==> src/sv/kfsi_pkg.sv <==
package kfsi_pkg;

    // input action codes
    typedef enum logic [1:0] {
        ACT_LOAD_ANGLE = 2'd0,
        ACT_LOAD_DUR   = 2'd1,
        ACT_COMPUTE    = 2'd2,
        ACT_NONE       = 2'd3
    } action_t;

    // register indexes
    localparam logic [0:0] REG_FRAME_COUNT = 1'b0;
    localparam logic [0:0] REG_CYCLE_MS    = 1'b1;

    localparam int NUM_OUT     = 10;
    localparam int ANGLE_W     = 8;
    localparam int DUR_W       = 16;
    localparam int TIME_W      = 32;
    localparam int CYCLE_W     = 20;
    localparam int FCOUNT_W    = 5;
    localparam int OUT_W       = 16;
    // 256*(a*(d-o)+b*o) < 2^8 * 2^8 * 2^16 * 2
    localparam int NUM_W       = 33;

    typedef enum logic [3:0] {
        ST_IDLE,
        ST_MOD,
        ST_WALK_RD,
        ST_WALK,
        ST_DUR_RD,
        ST_DUR,
        ST_ANG_RD_A,
        ST_ANG_RD_B,
        ST_ANG_WAIT,
        ST_DIV,
        ST_STORE,
        ST_OUT
    } state_t;

endpackage

==> src/sv/kfsi_ram.sv <==
module kfsi_ram #(
    parameter int WIDTH = 8,
    parameter int DEPTH = 16
) (
    input  logic                     clk,
    input  logic                     we,
    input  logic [$clog2(DEPTH)-1:0] waddr,
    input  logic [WIDTH-1:0]         wdata,
    input  logic [$clog2(DEPTH)-1:0] raddr,
    output logic [WIDTH-1:0]         rdata
);

    logic [WIDTH-1:0] mem [DEPTH];

    // one write port, registered read
    always_ff @(posedge clk)
    begin
        if (we)
        begin
            mem[waddr] <= wdata;
        end
        rdata <= mem[raddr];
    end

endmodule

==> src/sv/keyframe_servo_interpolator.sv <==
// Channel | Dir | Handshake              | Payload
// s_axis  | in  | s_axis_tvalid/tready   | tdata: action, frame, joint, angle_deg,
//         |     |                        |        duration_ms, time_ms
// m_axis  | out | m_axis_tvalid/tready   | tdata: angle_j0 .. angle_j9
// apb     | in  | psel/penable/pready    | frame_count @0x0, cycle_ms @0x4
//
// A compute request reduces the time modulo cycle_ms (one bit a cycle), walks
// the frames and then divides bit-serially for each joint.
// Reset clears control and sets frame_count to 1 and cycle_ms to 2000;
// the tables are undefined until loaded.
// One request at a time: s_axis_tready is low while a compute is under way or a
// result waits in the output register.
module keyframe_servo_interpolator
    import kfsi_pkg::*;
#(
    parameter int MAX_FRAMES = 16,
    parameter int JOINTS     = 10
) (
    input  logic         clk,
    input  logic         rst_n,
    input  logic         s_axis_tvalid,
    output logic         s_axis_tready,
    // action[1:0], frame[5:2], joint[9:6], angle_deg[17:10],
    // duration_ms[33:18], time_ms[65:34], zeros[71:66]
    input  logic [71:0]  s_axis_tdata,
    output logic         m_axis_tvalid,
    input  logic         m_axis_tready,
    // angle_j0[15:0], angle_j1[31:16] ... angle_j9[159:144]
    output logic [159:0] m_axis_tdata,
    input  logic         psel,
    input  logic         penable,
    input  logic         pwrite,
    input  logic [2:0]   paddr,
    input  logic [31:0]  pwdata,
    output logic [31:0]  prdata,
    output logic         pready
);

    localparam int FI_W   = $clog2(MAX_FRAMES);
    localparam int ADEPTH = MAX_FRAMES * JOINTS;
    localparam int AA_W   = $clog2(ADEPTH);
    localparam int JI_W   = (JOINTS > 1) ? $clog2(JOINTS) : 1;
    localparam int FN_W   = $clog2(MAX_FRAMES + 1);

    // input fields
    logic [1:0]        in_action;
    logic [3:0]        in_frame;
    logic [3:0]        in_joint;
    logic [7:0]        in_angle;
    logic [15:0]       in_dur;
    logic [31:0]       in_time;
    assign in_action = s_axis_tdata[1:0];
    assign in_frame  = s_axis_tdata[5:2];
    assign in_joint  = s_axis_tdata[9:6];
    assign in_angle  = s_axis_tdata[17:10];
    assign in_dur    = s_axis_tdata[33:18];
    assign in_time   = s_axis_tdata[65:34];

    // configuration registers
    logic [FCOUNT_W-1:0] frame_count_reg;
    logic [CYCLE_W-1:0]  cycle_ms_reg;
    logic                cfg_wr;
    assign pready = 1'b1;
    assign cfg_wr = psel && penable && pwrite;

    always_ff @(posedge clk or negedge rst_n)
    begin
        if (!rst_n)
        begin
            frame_count_reg <= FCOUNT_W'(1);
            cycle_ms_reg    <= CYCLE_W'(2000);
        end
        else if (cfg_wr)
        begin
            if (paddr[2] == REG_FRAME_COUNT)
                frame_count_reg <= pwdata[FCOUNT_W-1:0];
            else
                cycle_ms_reg <= pwdata[CYCLE_W-1:0];
        end
    end

    always_comb
    begin
        if (paddr[2] == REG_FRAME_COUNT)
            prdata = {{(32-FCOUNT_W){1'b0}}, frame_count_reg};
        else
            prdata = {{(32-CYCLE_W){1'b0}}, cycle_ms_reg};
    end

    // state
    state_t              state_reg, state_next;
    logic [TIME_W-1:0]   rem_reg, rem_next;       // modulo remainder / phase
    logic [TIME_W-1:0]   tq_reg, tq_next;         // dividend shift register
    logic [5:0]          cnt_reg, cnt_next;
    logic [FI_W-1:0]     fi_reg, fi_next;
    logic [FN_W-1:0]     n_reg, n_next;
    logic [DUR_W-1:0]    d_reg, d_next;
    logic [JI_W-1:0]     j_reg, j_next;
    logic [ANGLE_W-1:0]  a_reg, a_next;
    logic [NUM_W-1:0]    num_reg, num_next;
    logic [NUM_W-1:0]    quo_reg, quo_next;
    logic [DUR_W:0]      drem_reg, drem_next;
    logic [OUT_W-1:0]    res_reg [NUM_OUT];
    logic                res_we;
    logic                out_valid_reg, out_valid_next;

    // memories
    logic                dur_we;
    logic [FI_W-1:0]     dur_waddr, dur_raddr;
    logic [DUR_W-1:0]    dur_rdata;
    logic                ang_we;
    logic [AA_W-1:0]     ang_waddr, ang_raddr;
    logic [ANGLE_W-1:0]  ang_rdata;

    kfsi_ram #(.WIDTH(DUR_W), .DEPTH(MAX_FRAMES)) u_dur_ram (
        .clk   (clk),
        .we    (dur_we),
        .waddr (dur_waddr),
        .wdata (in_dur),
        .raddr (dur_raddr),
        .rdata (dur_rdata)
    );

    kfsi_ram #(.WIDTH(ANGLE_W), .DEPTH(ADEPTH)) u_ang_ram (
        .clk   (clk),
        .we    (ang_we),
        .waddr (ang_waddr),
        .wdata (in_angle),
        .raddr (ang_raddr),
        .rdata (ang_rdata)
    );

    logic accept;
    assign s_axis_tready = (state_reg == ST_IDLE) && !out_valid_reg;
    assign accept        = s_axis_tvalid && s_axis_tready;

    // load writes
    assign dur_we    = accept && (in_action == ACT_LOAD_DUR) && (32'(in_frame) < MAX_FRAMES);
    assign dur_waddr = FI_W'(in_frame);
    assign ang_we    = accept && (in_action == ACT_LOAD_ANGLE)
                       && (32'(in_frame) < MAX_FRAMES) && (32'(in_joint) < JOINTS);
    assign ang_waddr = AA_W'(32'(in_frame) * JOINTS + 32'(in_joint));

    // helpers
    logic [FI_W-1:0]  nxt_fi;
    logic [TIME_W:0]  mod_trial;
    logic [DUR_W+1:0] div_trial;
    logic [TIME_W:0]  rem_shift;
    logic [DUR_W+1:0] drem_shift;
    assign nxt_fi     = (32'(fi_reg) + 1 == 32'(n_reg)) ? '0 : FI_W'(32'(fi_reg) + 1);
    assign rem_shift  = {rem_reg, tq_reg[TIME_W-1]};
    assign mod_trial  = rem_shift - {{(TIME_W+1-CYCLE_W){1'b0}}, cycle_ms_reg};
    assign drem_shift = {drem_reg, num_reg[NUM_W-1]};
    assign div_trial  = drem_shift - {2'b00, d_reg};

    always_comb
    begin
        state_next     = state_reg;
        rem_next       = rem_reg;
        tq_next        = tq_reg;
        cnt_next       = cnt_reg;
        fi_next        = fi_reg;
        n_next         = n_reg;
        d_next         = d_reg;
        j_next         = j_reg;
        a_next         = a_reg;
        num_next       = num_reg;
        quo_next       = quo_reg;
        drem_next      = drem_reg;
        out_valid_next = out_valid_reg;
        res_we         = 1'b0;
        dur_raddr      = fi_reg;
        ang_raddr      = AA_W'(32'(fi_reg) * JOINTS + 32'(j_reg));

        if (out_valid_reg && m_axis_tready)
            out_valid_next = 1'b0;

        case (state_reg)
            ST_IDLE:
            begin
                if (accept && in_action == ACT_COMPUTE)
                begin
                    tq_next  = in_time;
                    rem_next = '0;
                    cnt_next = '0;
                    fi_next  = '0;
                    j_next   = '0;
                    if (frame_count_reg == '0)
                        n_next = FN_W'(1);
                    else if (32'(frame_count_reg) > MAX_FRAMES)
                        n_next = FN_W'(MAX_FRAMES);
                    else
                        n_next = FN_W'(frame_count_reg);
                    state_next = ST_MOD;
                end
            end
            // restoring remainder, one dividend bit a cycle
            ST_MOD:
            begin
                if (cycle_ms_reg == '0)
                begin
                    rem_next   = '0;
                    state_next = ST_WALK_RD;
                end
                else
                begin
                    if (!mod_trial[TIME_W])
                        rem_next = mod_trial[TIME_W-1:0];
                    else
                        rem_next = rem_shift[TIME_W-1:0];
                    tq_next  = {tq_reg[TIME_W-2:0], 1'b0};
                    cnt_next = cnt_reg + 6'd1;
                    if (cnt_reg == 6'(TIME_W - 1))
                        state_next = ST_WALK_RD;
                end
            end
            ST_WALK_RD:
            begin
                if (32'(fi_reg) + 1 < 32'(n_reg))
                    state_next = ST_WALK;
                else
                    state_next = ST_DUR_RD;
            end
            ST_WALK:
            begin
                if (rem_reg < TIME_W'(dur_rdata))
                    state_next = ST_DUR_RD;
                else
                begin
                    rem_next   = rem_reg - TIME_W'(dur_rdata);
                    fi_next    = FI_W'(32'(fi_reg) + 1);
                    state_next = ST_WALK_RD;
                end
            end
            ST_DUR_RD:
            begin
                state_next = ST_DUR;
            end
            ST_DUR:
            begin
                d_next = dur_rdata;
                if (rem_reg > TIME_W'(dur_rdata))
                    rem_next = TIME_W'(dur_rdata);
                state_next = ST_ANG_RD_A;
            end
            ST_ANG_RD_A:
            begin
                state_next = ST_ANG_RD_B;
            end
            ST_ANG_RD_B:
            begin
                a_next     = ang_rdata;
                ang_raddr  = AA_W'(32'(nxt_fi) * JOINTS + 32'(j_reg));
                state_next = ST_ANG_WAIT;
            end
            // form the numerator, then divide bit-serially by d (a zero d takes the next angle)
            ST_ANG_WAIT:
            begin
                num_next = NUM_W'({(32'(a_reg) * (32'(d_reg) - rem_reg[31:0])
                                    + 32'(ang_rdata) * rem_reg[31:0]), 8'd0});
                quo_next  = '0;
                drem_next = '0;
                cnt_next  = '0;
                if (d_reg == '0)
                begin
                    quo_next   = NUM_W'({ang_rdata, 8'd0});
                    state_next = ST_STORE;
                end
                else
                    state_next = ST_DIV;
            end
            ST_DIV:
            begin
                if (!div_trial[DUR_W+1])
                begin
                    drem_next = div_trial[DUR_W:0];
                    quo_next  = {quo_reg[NUM_W-2:0], 1'b1};
                end
                else
                begin
                    drem_next = drem_shift[DUR_W:0];
                    quo_next  = {quo_reg[NUM_W-2:0], 1'b0};
                end
                num_next = {num_reg[NUM_W-2:0], 1'b0};
                cnt_next = cnt_reg + 6'd1;
                if (cnt_reg == 6'(NUM_W - 1))
                    state_next = ST_STORE;
            end
            ST_STORE:
            begin
                res_we = 1'b1;
                if (32'(j_reg) + 1 == JOINTS)
                    state_next = ST_OUT;
                else
                begin
                    j_next     = JI_W'(32'(j_reg) + 1);
                    state_next = ST_ANG_RD_A;
                end
            end
            ST_OUT:
            begin
                out_valid_next = 1'b1;
                state_next     = ST_IDLE;
            end
            default:
            begin
                state_next = ST_IDLE;
            end
        endcase
    end

    always_ff @(posedge clk or negedge rst_n)
    begin
        if (!rst_n)
        begin
            state_reg     <= ST_IDLE;
            out_valid_reg <= 1'b0;
        end
        else
        begin
            state_reg     <= state_next;
            out_valid_reg <= out_valid_next;
        end
    end

    always_ff @(posedge clk)
    begin
        rem_reg  <= rem_next;
        tq_reg   <= tq_next;
        cnt_reg  <= cnt_next;
        fi_reg   <= fi_next;
        n_reg    <= n_next;
        d_reg    <= d_next;
        j_reg    <= j_next;
        a_reg    <= a_next;
        num_reg  <= num_next;
        quo_reg  <= quo_next;
        drem_reg <= drem_next;
    end

    // result lanes; lanes past JOINTS stay zero
    always_ff @(posedge clk or negedge rst_n)
    begin
        if (!rst_n)
        begin
            for (int k = 0; k < NUM_OUT; k++)
                res_reg[k] <= '0;
        end
        else if (res_we)
        begin
            for (int k = 0; k < NUM_OUT; k++)
                if (k < JOINTS && 32'(j_reg) == k)
                    res_reg[k] <= quo_reg[OUT_W-1:0];
        end
    end

    assign m_axis_tvalid = out_valid_reg;
    always_comb
    begin
        for (int k = 0; k < NUM_OUT; k++)
            m_axis_tdata[k*OUT_W +: OUT_W] = res_reg[k];
    end

endmodule

==> config.mk <==
export PLATFORM = sky130hd
export DESIGN_NAME = keyframe_servo_interpolator
export DESIGN_NICKNAME = d
export VERILOG_FILES = /design/src/sv/kfsi_pkg.sv /design/src/sv/kfsi_ram.sv /design/src/sv/keyframe_servo_interpolator.sv
export SDC_FILE = /design/constraint.sdc
export NUM_CORES = 2
export LEC_CHECK = 0
export BUFFER_PORTS_ARGS = -buffer_cell sky130_fd_sc_hd__buf_2
export CAP_MARGIN = 20
export CELL_PAD_IN_SITES_DETAIL_PLACEMENT = 0
export CELL_PAD_IN_SITES_GLOBAL_PLACEMENT = 1
export CORE_AREA = 5 5 452 454
export CTS_CLUSTER_DIAMETER = 150
export DETAILED_ROUTE_END_ITERATION = 7
export DIE_AREA = 0 0 457 459
export PLACE_DENSITY_LB_ADDON = 0.1
export SLEW_MARGIN = 15
export SYNTH_ARGS = -nofsm -noshare
export SYNTH_HDL_FRONTEND = slang
export SYNTH_SLANG_ARGS = --single-unit
==> constraint.sdc <==
create_clock -name clk -period 18 [get_ports clk]
set_clock_uncertainty 0.15 [all_clocks]
set_input_delay 1.8 -clock clk [delete_from_list [all_inputs] [get_ports clk]]
set_output_delay 1.8 -clock clk [all_outputs]
set_load 0.005 [all_outputs]
Word-level counts from Yosys, hierarchy flattened
Memory sizes are Yosys's and may differ from the RTL's. A register that Yosys moved wholly into a read port is not among the register bits.
Cells that the tools add are included.
{"block": "totals", "regBits": 363, "latch_bits": 0, "ramBits": 1536, "romBits": 0, "in_bits": 114, "out_inout_bits": 195, "wordCells": 169, "memories": 2}
{"memory": "u_ang_ram.mem", "words": 160, "word_bits": 8, "rd": 1, "rd_clocked_by_memory_dff": 1, "wr": 1, "line_no": "kfsi_ram.sv:13", "text": "logic [WIDTH-1:0] mem [DEPTH];"}
{"memory": "u_dur_ram.mem", "words": 16, "word_bits": 16, "rd": 1, "rd_clocked_by_memory_dff": 1, "wr": 1, "line_no": "kfsi_ram.sv:13"}
{"block": "op_classes", "n_addsub": 11, "n_mul": 5, "div": 0, "magnitude_cmp": 5, "n_eq_ne": 33, "shift": 0, "muxes": 43, "bitwise": 1, "reduce_logical": 43}
{"operator": "2-to-1 mux 32 bit", "count": 7}
{"operator": "case mux 32 bit (4 select lines)", "count": 1}
{"operator": "case mux 33 bit (2 select lines)", "count": 1}
{"operator": "multiplier 8 x 32 -> 25 bit", "count": 2}
{"operator": "case mux 32 bit (2 select lines)", "count": 1}
{"operator": "case mux 4 bit (11 select lines)", "count": 1}
{"operator": "2-to-1 mux 4 bit", "count": 9}
{"operator": "case mux 17 bit (2 select lines)", "count": 1}
{"operator": "subtractor 33 x 20 -> 33 bit", "count": 1}
{"operator": "== test 32 x 4 -> 1 bit (second input constant)", "count": 1}
{"operator": "== test 32 x 5 -> 1 bit", "count": 1}
{"operator": "== test 4 x 3 -> 1 bit (second input constant)", "count": 8}
{"operator": "> comparator 32 x 16 -> 1 bit", "count": 1}
{"operator": "< comparator 32 x 16 -> 1 bit", "count": 1}
{"operator": "< comparator 32 x 5 -> 1 bit", "count": 1}
{"operator": "case mux 16 bit (2 select lines)", "count": 1}
{"operator": "subtractor 16 x 32 -> 32 bit", "count": 1}
{"operator": "subtractor 32 x 16 -> 32 bit", "count": 1}
{"operator": "AND reduction 2 bit", "count": 13}
{"operator": "adder 25 bit", "count": 1}
{"operator": "adder 8 x 4 -> 8 bit", "count": 3}
{"operator": "== test 4 bit (second input constant)", "count": 6}
{"operator": "case mux 6 bit (4 select lines)", "count": 1}
{"operator": "multiplier 4 x 3 -> 7 bit (second input constant)", "count": 3}
{"operator": "37 further kinds", "count": 74}

Logic depth before layout (Yosys ltp)
{"block": "logic_depth", "word_depth": 7, "ltp_mapped": 34, "ltp_nobuf": 32}

By module
From an unflattened synthesis, not the netlist that was laid out.
{"block": "hier_totals", "cells_unflattened": 5827, "hier_area_um2": 90075.1}
{"module": "kfsi_ram at u_ang_ram", "instances": 1, "cells_each": 2489, "area_per_inst_um2": 50382.1, "seq_area_each_um2": 38597.0}
{"module": "keyframe_servo_interpolator", "instances": 1, "cells_each": 2906, "area_per_inst_um2": 29649.7, "seq_area_each_um2": 9718.1}
{"module": "kfsi_ram at u_dur_ram", "instances": 1, "cells_each": 432, "area_per_inst_um2": 10043.4, "seq_area_each_um2": 8007.7}

Worst setup path before layout
Ideal clock, no wire load.
{"block": "synth_path", "path_kind": "register to register", "start": "reg rem_reg[4]", "end": "reg num_reg[32] (data pin)", "setup_time_ps": 145, "arrival_ps": 7920, "required_time_ps": 17705, "slack_ps": 9786, "path_stages_with_launch": 31, "path_buffers": 1, "period_less_slack_ps": 8214, "cell_sequence": "edfxtp_1 clkbuf_1 inv_1 ha_1 a21o_1 and4_1 o41ai_2 a31o_2 nand2b_1 a21o_1 xor2_1 nand2_1 fa_1 fa_1 fa_1 inv_1 fa_1 fa_1 inv_1 fa_1 inv_1 ha_1 a21o_1 a221o_1 a31o_2 a221o_1 nand2_1 a21boi_0 a31oi_1 xnor3_1 o21ai_1"}
{"block": "synth_via", "elab_chain_len": 4, "word_cells_on_any_way": 5, "cone_classes": "2 x add/sub; 2 x mul; 1 x mux"}
{"element": "start: declaration", "line_no": "keyframe_servo_interpolator.sv:92", "text": "logic [TIME_W-1:0] rem_reg, rem_next;"}
{"element": "start signal: assignment", "line_no": "keyframe_servo_interpolator.sv:328", "text": "rem_reg <= rem_next;"}
{"element": "subtractor 16 x 32 -> 32 bit", "line_no": "keyframe_servo_interpolator.sv:259", "text": "num_next = NUM_W'({(32'(a_reg) * (32'(d_reg) - rem_reg[31:0])"}
{"element": "multiplier 8 x 32 -> 25 bit", "line_no": "keyframe_servo_interpolator.sv:259"}
{"element": "adder 25 bit (*)", "line_no": "keyframe_servo_interpolator.sv:260", "text": "+ 32'(ang_rdata) * rem_reg[31:0]), 8'd0});"}
{"element": "case mux 33 bit (2 select lines) (*)", "line_no": "keyframe_servo_interpolator.sv:178", "text": "case (state_reg)"}
{"element": "via num_next[32]", "line_no": "keyframe_servo_interpolator.sv:100", "text": "logic [NUM_W-1:0] num_reg, num_next;"}
{"element": "end signal: assignment", "line_no": "keyframe_servo_interpolator.sv:336", "text": "num_reg <= num_next;"}
{"element": "end: declaration", "line_no": "keyframe_servo_interpolator.sv:100"}
The timed path passes the listed nets; every way through them passes the cells marked *. The select of a mux whose other input is x is not followed.
A chain may end at the register's enable or synchronous reset.

Worst setup path after layout
Same ends and word-level chain as after synthesis.

==> impl_metrics.csv <==
group,metric,value,unit
detailed_routing,viasPerCell,5.529,
floorplan,num_rows,164,
detailed_routing,drc_errors,0,
run,drv_cap,0,
timing,hold_violations,0,
critical_path,endpoint_kind,"flip-flop",
timing,setup_viol,0,
finish,area_growth,12.70,%
clocking,cts_max_path_buffers,3,
grt,grt_max_degree,100,
clocking,cts_root_buf,"clkbuf_16",
hold_path,hold-path-cell-count,0,
critical_path,start_kind,"flip-flop",
synthesis,syn_inst,5368,
timing,rsz0062_at_grt,"false",
placement,gp_congestion,0.8034,
floorplan,die_h,459,um
grt,grt_pass1_vias,48630,
grt,grt.overflow.total,0,
finish,drive_gt1_frac,0.2483,
synthesis,ys_ff_latch,1915,
floorplan,start_util,0.4474,
floorplan,ios,309,
clocking,htreeDepth,4,
finish,nets,6234,
clocking,cts_tree,"built",
grt,track_usage,0.2157,
timing,slew_headroom,0.2319,
clocking,cts.sink_count,1915,
grt,antenna_found_initial,15,
finish,top_register,"u_ang_ram.mem",
clocking,cts-resized-gates,0,
timing,setup_tns,0,ns
placement,dpl.hpwl,149400,um
hold_path,min_path_type,"flip-flop to flip-flop",
detailed_routing,vias,47080,
detailed_routing,routed_wl,227000,um
timing,tightest_slew,1.144,ns
synthesis,synth_edf_count,1701,
detailed_routing,wl_per_cell,26.66,um
synthesis,async_flop_share,0.09922,
critical_path,crit_path_start,"rem_reg[4]",
critical_path,crit_top_cell,"fa_1",
clocking,insertion_delay,0.86,ns
synthesis,ys_types,83,
critical_path,cp_max_fo,12,
clocking,cts-buffers-inserted,203,
finish,largest_reg_flops,1280,
critical_path,r2r_cells,29,
critical_path,reg2reg_from,"rem_reg[4]",
clocking,path_clk_slew,0.06,ns
synthesis,synth_area_per_cell,16.61,sq um
floorplan,die_x,457,um
clocking,cts_setup_buffers,0,
critical_path,crit_path_top_delay_cell,"xor2_1",
floorplan,fp.coreArea,199200,sq um
critical_path,critPathKind,"flip-flop to flip-flop",
detailed_routing,drtPass1Iterations,5,
synthesis,syn_area,89150,sq um
timing,slew_violations,0,
grt,grt_pass1_wl,334500,um
finish,final_common_cell,"edfxtp_1",
status,status,"finished clean",
clocking,ctsHoldBuffers,0,
detailed_routing,drt-initial-drc-count,3601,
timing,fin_crit,9.874,ns
synthesis,yosys_warnings,0,
floorplan,die-area,209800,sq um
synthesis,ys.flop_type,"edfxtp_1",
hold_path,worstHoldStart,"u_dur_ram.rdata[7]",
synthesis,yosysSeqAreaShare,0.6318,
timing,timing.fmax,101.3,MHz
critical_path,cpPeakStageDelay,0.86,ns
critical_path,r2r_slack,8.13,ns
critical_path,required,18.52,ns
timing,period_share,0.5485,
finish,layout.cells.most_common_list,"edfxtp_1 (1701), mux4_2 (480), inv_1 (404), nand2_1 (338), fa_1 (277)",
critical_path,cp_data_arrival_time,10.40,ns
placement,portBuffers,275,
detailed_routing,final_antenna_net_count,0,
==> worst paths after layout <==
check / end
setup / recovery: num_reg[32]
hold / removal: d_reg[7]
setup reg to reg: num_reg[32]
hold reg to reg: d_reg[7]
max in group asynchronous: m_axis_tdata[72]
min in group asynchronous: m_axis_tdata[89]
==> cells in the mapped netlist (47+ instances only) <==
master / count / area share
fa_1: 278 / 0.062
nand2_1: 339 / 0.014
dfrtp_1: 183 / 0.051
inv_1: 404 / 0.017
xnor2_1: 86 / 0.0084
ha_1: 153 / 0.021
mux2_2: 230 / 0.029
nand3_1: 47 / 0.0026
xor2_1: 54 / 0.0053
a21oi_1: 105 / 0.0059
clkbuf_1: 199 / 0.0084
nor2_1: 284 / 0.012
o21ai_0: 75 / 0.0042
and2_1: 171 / 0.012
edfxtp_1: 1701 / 0.57
mux4_2: 480 / 0.12
==> final cells by class <==
type | count | area, sq um
fill | 16640 | 98780
sequential | 1915 | 56320
multi-input combinational | 2779 | 30370
clock buffer | 255 | 5378
tap | 2656 | 3323
timing repair buffer | 383 | 2291
inverter | 407 | 1528
clock inverter | 113 | 1232
antenna | 6 | 15.01
==> critical path, delay by kind of cell, from the launching register on <==
family	cells	cell delay, ns
xor gates and xnor gates	2	1.34
AOI/OAI and AO/OA	11	2.90
buffers and inverters	4	0.23
and+or+nand+nor	4	0.57
adders and majority gates	8	3.80
DFF	1	0.68
==> per-layer routing <==
layer	vias up	global-route usage	wire, um
met2	1142	0.3650	114900
met4	0	0.06560	6839
met5	-	0	0
met3	319	0.03859	10930
met1	24870	0.2870	94330
li1	20750	-	-
==> logic make-up after synthesis <==
family                     count (synthesis)  share of synthesized area
DFF                                     1915                     0.6318
and+or+nand+nor                         1043                    0.05516
muxes                                    735                     0.1531
buffers and inverters                    685                    0.02992
adders and majority gates                431                    0.08390
AOI/OAI and AO/OA                        411                    0.03100
xor gates and xnor gates                 146                    0.01499
other                                      2                 0.00008424
==> stage by stage <==
| stage | util | hold WS, ns | setup slack [ns] | cell area [sq um] | instances |
|---|---|---|---|---|---|
| 2_1_floorplan | - | 0.2564 | 9.786 | 89190 | 5379 |
| 3_3_place_gp | 0.4708 | 0.3206 | 8.248 | 93800 | 8138 |
| 3_5_place_dp | 0.4708 | 0.3365 | 8.210 | 93800 | 8138 |
| 4_1_cts | 0.5039 | 0.3413 | 8.145 | 100400 | 8506 |
| 5_1_grt | 0.5042 | 0.3575 | 7.740 | 100500 | 8511 |
| 6_report | 0.5042 | 0.3348 | 8.126 | 100500 | 8514 |
Power is not shown: default switching activity piles up to over one toggle a cycle in this logic, so the estimate is an artifact.
